$ cat config.mk
export PLATFORM = sky130hd
export DESIGN_NAME = crds_ctrl
export DESIGN_NICKNAME = d
export VERILOG_FILES = /design/src/rtl/crds_pkg.sv /design/src/rtl/crds_ctrl.sv
export SDC_FILE = /design/constraint.sdc
export NUM_CORES = 1
export LEC_CHECK = 0
export ABC_AREA = 1
export BUFFER_PORTS_ARGS = -buffer_cell sky130_fd_sc_hd__clkbuf_2
export CORE_ASPECT_RATIO = 0.9
export CORE_MARGIN = 5
export CORE_UTILIZATION = 53
export CTS_BUF_LIST = sky130_fd_sc_hd__clkbuf_8
export CTS_CLUSTER_SIZE = 30
export DETAILED_ROUTE_END_ITERATION = 10
export GPL_TIMING_DRIVEN = 0
export PLACE_DENSITY = 0.81
export SLEW_MARGIN = 20
export SYNTH_ARGS = -nofsm -noshare
export SYNTH_HDL_FRONTEND = slang
export SYNTH_SLANG_ARGS = --single-unit
$ cat constraint.sdc
create_clock -name i_clk -period 2.1 [get_ports i_clk]
set_clock_uncertainty 0.1 [all_clocks]
set_input_delay 0.42 -clock i_clk [delete_from_list [all_inputs] [get_ports i_clk]]
set_output_delay 0.42 -clock i_clk [all_outputs]
set_load 0.02 [all_outputs]
$ cat src/rtl/crds_pkg.sv
// Package for the rotating cube depth sorter: widths, face table, codes, command struct.
// No dependencies; imported by every module under rtl/.
package crds_pkg;
    localparam int CoordW    = 32;
    localparam int TrigW     = 18;
    localparam int ScrW      = 10;
    localparam int DepthW    = 35;
    localparam int FracBitsDefault = 16;
    localparam int RotShift  = 16;

    localparam logic [1:0] RegCos = 2'd0;
    localparam logic [1:0] RegSin = 2'd1;
    localparam logic [1:0] RegCx  = 2'd2;
    localparam logic [1:0] RegCy  = 2'd3;

    // rotation micro-steps for one vertex
    typedef enum logic [2:0] {
        ROT_Y1 = 3'd0, ROT_ZT = 3'd1, ROT_Z = 3'd2,
        ROT_XT = 3'd3, ROT_X  = 3'd4, ROT_Y2 = 3'd5
    } t_rot_op;

    typedef struct packed {
        logic       load_vtx;
        logic       rot_en;
        t_rot_op    rot_op;
        logic [2:0] vtx;
        logic       rot_wr;
        logic       depth_en;
        logic [2:0] face;
        logic       sort_clr;
        logic       sort_scan;
        logic [2:0] sort_i;
        logic [2:0] sort_j;
        logic       sort_swap;
        logic       emit;
        logic [1:0] emit_k;
    } t_cmd;

    function automatic logic [2:0] face_vtx(input logic [2:0] f, input logic [1:0] k);
        logic [11:0] row;
        begin
            unique case (f)
                3'd0: row = {3'd2, 3'd3, 3'd1, 3'd0};
                3'd1: row = {3'd6, 3'd2, 3'd0, 3'd4};
                3'd2: row = {3'd7, 3'd6, 3'd4, 3'd5};
                3'd3: row = {3'd3, 3'd7, 3'd5, 3'd1};
                3'd4: row = {3'd4, 3'd5, 3'd1, 3'd0};
                3'd5: row = {3'd6, 3'd7, 3'd3, 3'd2};
                default: row = '0;
            endcase
            face_vtx = row[k*3 +: 3];
        end
    endfunction
endpackage

$ cat src/rtl/crds_ctrl.sv
// Sequencer for the cube block: steps rotation, depth sums, selection sort and emission.
// Depends on crds_pkg.
module crds_ctrl
    import crds_pkg::*;
(
    input  logic i_clk,
    input  logic i_rst_n,
    input  logic i_start,
    output logic o_busy,
    output t_cmd o_cmd
);
    typedef enum logic [6:0] {
        S_IDLE = 7'b0000001, S_LOAD = 7'b0000010, S_ROT = 7'b0000100,
        S_WB   = 7'b0001000, S_DEP  = 7'b0010000, S_SORT = 7'b0100000,
        S_EMIT = 7'b1000000
    } t_state;

    t_state r_state, n_state;
    logic [2:0] r_a, n_a;       // vertex / face / sort i
    logic [2:0] r_b, n_b;       // rot op / sort j
    logic [1:0] r_k, n_k;

    always_ff @(posedge i_clk) begin
        if (!i_rst_n) begin
            r_state <= S_IDLE;
            r_a <= '0; r_b <= '0; r_k <= '0;
        end else begin
            r_state <= n_state;
            r_a <= n_a; r_b <= n_b; r_k <= n_k;
        end
    end

    always_comb begin
        n_state = r_state; n_a = r_a; n_b = r_b; n_k = r_k;
        o_cmd = '0;
        o_cmd.vtx = r_a;
        o_cmd.face = r_a;
        o_cmd.sort_i = r_a;
        o_cmd.sort_j = r_b;
        o_cmd.rot_op = t_rot_op'(r_b);
        o_cmd.emit_k = r_k;
        unique case (r_state)
            S_IDLE: begin
                if (i_start) begin
                    n_state = S_LOAD; n_a = '0;
                end
            end
            S_LOAD: begin
                o_cmd.load_vtx = 1'b1;
                n_b = 3'd0; n_state = S_ROT;
            end
            S_ROT: begin
                // multiply cycle; result written next cycle
                o_cmd.rot_en = 1'b1;
                n_state = S_WB;
            end
            S_WB: begin
                o_cmd.rot_wr = 1'b1;
                if (r_b == 3'd5) begin
                    if (r_a == 3'd7) begin
                        n_a = '0; n_state = S_DEP;
                    end else begin
                        n_a = r_a + 3'd1; n_state = S_LOAD;
                    end
                end else begin
                    n_b = r_b + 3'd1; n_state = S_ROT;
                end
            end
            S_DEP: begin
                o_cmd.depth_en = 1'b1;
                if (r_a == 3'd5) begin
                    n_a = '0; n_b = 3'd1; n_state = S_SORT;
                end else begin
                    n_a = r_a + 3'd1;
                end
            end
            S_SORT: begin
                o_cmd.sort_clr = (r_b == r_a + 3'd1);
                o_cmd.sort_scan = (r_b != 3'd6);
                o_cmd.sort_swap = (r_b == 3'd6);
                if (r_b == 3'd6) begin
                    if (r_a == 3'd4) begin
                        n_k = '0; n_state = S_EMIT;
                    end else begin
                        n_a = r_a + 3'd1; n_b = r_a + 3'd2;
                    end
                end else begin
                    n_b = r_b + 3'd1;
                end
            end
            S_EMIT: begin
                o_cmd.emit = 1'b1;
                if (r_k == 2'd2) n_state = S_IDLE;
                else n_k = r_k + 2'd1;
            end
            default: n_state = S_IDLE;
        endcase
    end

    assign o_busy = (r_state != S_IDLE);

    a_emit_three: assert property (@(posedge i_clk) disable iff (!i_rst_n)
        (r_state == S_EMIT && r_k == 2'd2) |=> r_state == S_IDLE)
        else $error("emission did not end after third face");
    a_wb_after_rot: assert property (@(posedge i_clk) disable iff (!i_rst_n)
        (r_state == S_ROT) |=> r_state == S_WB)
        else $error("rotation write-back skipped");
    a_start_idle: assert property (@(posedge i_clk) disable iff (!i_rst_n)
        (r_state == S_IDLE && i_start) |=> r_state == S_LOAD)
        else $error("start not taken");
endmodule

# Yosys cells after proc, flatten, opt, wreduce, memory -nomap -nowiden
# Index checks and enable logic that the tools add are counted.
# totals
elab_cells	72
register_bits	15
inputBits	3
output_inout_bits	26
# classes
eq_ne	26
n_reduce_logical	7
n_mux	31
addsub	4
# op_table
op	count
one-hot mux 7 bit (7 select lines)	1
2-to-1 mux 7 bit	5
2-to-1 mux 3 bit	10
one-hot mux 3 bit (4 select lines)	2
!= test 2 bit, second input constant	9
== test 3 bit, second input constant	5
2-to-1 mux 5 bit	2
AND reduction 5 bit	2
2-to-1 mux 2 bit	4
AND reduction 4 bit	2
nonzero test 4 bit	2
== test 7 x 1 -> 1 bit, second input constant	1
== test 7 x 2 -> 1 bit, second input constant	1
== test 7 x 3 -> 1 bit, second input constant	1
== test 7 x 4 -> 1 bit, second input constant	1
== test 7 x 5 -> 1 bit, second input constant	1
== test 7 x 6 -> 1 bit, second input constant	1
== test 7 bit, second input constant	1
!= test 7 x 1 -> 1 bit, second input constant	1
adder 3 x 1 -> 3 bit, second input constant	2
2-to-1 mux 1 bit	6
!= test 3 bit, second input constant	2
one-hot mux 2 bit (2 select lines)	1
adder 3 x 2 -> 3 bit, second input constant	1
other kinds (4)	4

# Depth between registers and ports, before layout
# logic_depth
ltp_word	4
mapped_depth	11
ltp_nobuf	11

# Worst setup path before layout
# OpenSTA, ideal clock, no wires.
# synth_timing
path_type	register -> output
from	register r_a[0]
to	output o_cmd[11] (netlist bit)
arrival_time_ns	1.883
path_stages_with_launch	6
slack_ns	-0.303
required_time_ns	1.580
path_buffers	0
cell_sequence	dfxtp_1 -> inv_1 -> ha_1 -> inv_1 -> o21ai_0 -> nor4_1
# synth_rtl
item	line	rtl
from (decl)	crds_ctrl.sv:19	logic [2:0] r_a, n_a;
from (signal assigned)	crds_ctrl.sv:29	r_a <= n_a; r_b <= n_b; r_k <= n_k;
to (decl)	crds_ctrl.sv:10	output t_cmd o_cmd

==> metrics.md <==
| Metric | Value |
|---|---|
| Critical R2R Launch | `r_b[0]` |
| Inserted Diodes | `0` |
| Synth warnings | `0` |
| Critical path type | `flop to output pin` |
| Synthesized instance count | `204` |
| First-pass GRT wire length | `roughly 5.5 mm` |
| Fraction of the yosys area taken by sequential cells | `0.238` |
| Max IR drop VDD | `0.654 mV` |
| Full die area | `about 3500 um2` |
| Number of synthesized flops with an enable pin | `0` |
| CTS Buf Count | `3` |
| Port Buf Inserts | `28` |
| Sw Ratio | `0.437` |
| Unrepaired setup endpoints after global routing | `true` |
| Combinational share of power | `0.528` |
| Starting Density | `0.568` |
| Setup violations, final | `1` |
| Finished Cell Area | `around 1600 um2` |
| Final period util | `1.01` |
| Library cells used by synthesis | `20` |
| Top cells by count, synth | `nand2_1 (50), inv_1 (28), nand3_1 (23)` |
| DR vias/cell | `around 5.0` |
| Power share of the clock group | `0.177` |
| Endpoints failing hold | `0` |
| Mapped Avg Cell Area | `between 6 and 7 um2` |
| Final WL | `around 3.3 mm` |
| Layout net count | `approximately 250` |
| Mapped Area | `~1300 um2` |
| Status | `finished, violations left` |
| CP endpoint kind | `output pin` |
| Final Slew Violations | `0` |
| Failing checks | `negative setup slack` |
| Flops & latches, synth | `15` |
| Worst-Margin Slew | `approximately 0.36 ns` |
| Syn-to-layout area delta | `26.0%` |
| Startpoint types | `flop` |
| Tmin final | `around 2.1 ns` |
| Count leader, synth | `nand2_1` |
| Internal reg-to-reg setup slack | `0.41 ns` |
| Leak | `between 0.8 and 0.9 nW` |
| Gpl congestion | `roughly 0.84` |
| Synth area leaders | `dfxtp_1 (24%), nand2_1 (15%), nand3_1 (9.1%)` |
| Hpwl dp | `around 2.3 mm` |
| DR DRC count | `0` |
| Place WS | `roughly 0.0084 ns` |
| Pwr Density | `828 nW/um2` |
| CTS max path bufs | `2` |
| Clk root buf | `clkbuf_8` |
| Int Power | `approximately 740 uW` |
| Later-pin clock latency in the skew report | `between 0.2 and 0.3 ns` |
| Core area | `between 2000 and 2500 um2` |
| Initial antenna violation count | `0` |
| Number of vias in the routed layout | `approximately 1300` |
| I/O pin count | `29` |
| Asr flop ratio synth | `0` |
| PnR worst setup slack | `-0.0111 ns` |
| Worst setup endpoint | `o_cmd[11]` |
| Hold/Removal Path Class | `input pin to flop` |
| Critical path launch point | `r_a[0]` |
| Number of DRC markers in iteration 0 | `67` |
| Fraction of layout cells with a size suffix above 1 | `0.349` |
| CTS tree | `built` |
| Syn_nets | `~220` |
| Worst path required time | `roughly 1.6 ns` |
| CTS H-tree depth | `1` |
| Post-route ant nets | `0` |
| CTS sink count | `15` |
| Slew margin rel. | `0.758` |
| Depth of the worst register-to-register path | `10` |
| Largest net degree at the start of global routing | `11` |
| Number of cell rows | `16` |
| CTS Hold Buffers Added | `0` |
| WL/cell | `12.1 um` |
| Share of the synthesized area in the top cell type | `0.238` |
| Vias in the first global route | `approximately 1200` |
| Die height | `roughly 56 um` |
| Die W | `just over 60 um` |
| Cell Area, Placed | `approximately 1400 um2` |
| First-pass iteration count of the detailed router | `4` |
| RR Endpoint | `r_b[1]` |
| Fill count | `~190` |
| Sw Pwr | `575 uW` |
| Seq pwr share | `0.295` |
| GRT Util Overall | `0.205` |
| Yosys top cell by area | `dfxtp_1` |
| Ys flop type | `dfxtp_1` |
| Clk pin slew, worst setup/hold paths | `0.06 ns` |
| CP max FO | `5` |
| CP arrival | `1.59 ns` |
| Gr ovfl total | `0` |
| Max-cap viol count | `0` |
| Fmax | `approximately 0.47 GHz` |
## worst max-delay path: stages, from the launching register on
cell     delay, ns
dfxtp_4       0.37
ha_4          0.16
ha_4          0.22
nand2_2       0.07
o21ai_2       0.06
nor4_2        0.27
buf_4         0.19
## flip-flops by register name, indices dropped and copies added (netlist names)
| name | cells |
|---|---|
| r_a | 3 |
| r_b | 3 |
| r_k | 2 |
| r_state | 7 |
## layout by cell type (no fill, tap or decap), types with 7 or more instances in the layout
cell      count
nor2_1       21
o21ai_0       8
inv_1        25
a21oi_1      11
nor2_2        7
inv_2         7
buf_4        15
nand2_2       7
nand2_1      48
clkbuf_2     27
nand3_1      23
dfxtp_1      10
## repair_timing
| action | CTS | global route |
|---|---|---|
| gates cloned | 0 | 0 |
| gates resized for setup | 18 | 5 |
| pin swaps | 4 | 1 |
| endpoints found under the setup margin | 3 | 2 |
| buffers inserted | 4 | 1 |
## metrics by stage
| stage | utilization | hold WS, ns | setup TNS [ns] | total power, mW | std cells |
|---|---|---|---|---|---|
| final | 0.716 | 0.330 | -0.0111 | 1.32 | 268 |
| after detailed placement | 0.649 | 0.416 | 0 | 0.966 | 259 |
| after global placement | 0.649 | 0.415 | 0 | 0.958 | 259 |
| after floorplan | - | 0.378 | 0 | 0.823 | 204 |
| after CTS | 0.711 | 0.331 | -0.0430 | 1.30 | 267 |
| after global routing | 0.716 | 0.349 | -0.0677 | 1.41 | 268 |
## layer usage
layer | track usage | vias to the layer above | share of wire
met5 | 0 | - | 0
met1 | 0.277 | 575 | 0.45
met2 | 0.317 | 41 | 0.47
met4 | 0.0667 | 0 | 0.016
met3 | 0.0459 | 8 | 0.061
li1 | - | 714 | -
## cell type report
cell class              count  area (um2)  area share
multi-input cells         148         830       0.522
flip-flops and latches     15         314       0.197
repair buffers             33         180       0.113
inverters                  32         120      0.0755
plain buffers               9        67.6      0.0425
clock buffers               3        41.3      0.0260
well taps                  27        33.8      0.0212
clock inverters             1        3.75     0.00236
## cell families after synthesis
| logic type | count (synthesis) | synth area share |
|---|---|---|
| AO/OA/AOI/OAI | 23 | 0.0941 |
| adder cells (fa/ha/maj) | 8 | 0.0793 |
| buffers and inverters | 41 | 0.149 |
| flip-flops | 15 | 0.238 |
| AND/OR/NAND/NOR | 117 | 0.440 |
## power by group through the flow
stage	sequential (mW)	clock [mW]	combinational [mW]
2_1_floorplan	0.396	0	0.427
3_3_place_gp	0.383	0	0.575
3_5_place_dp	0.385	0	0.581
4_1_cts	0.387	0.238	0.672
5_1_grt	0.398	0.252	0.762
6_report	0.388	0.233	0.696
## worst min path at each step
stage                           from    endpoint  slack, ns  depth (start not counted)
after floorplan           r_state[2]  r_state[3]       0.38                          2
after global placement    r_state[2]  r_state[3]       0.42                          2
after detailed placement  r_state[2]  r_state[3]       0.42                          2
after CTS                    i_rst_n  r_state[0]       0.33                          2
after global routing         i_rst_n  r_state[0]       0.35                          2
final                        i_rst_n  r_state[0]       0.33                          2
No activity file was read; power rests on OpenSTA's default activity.
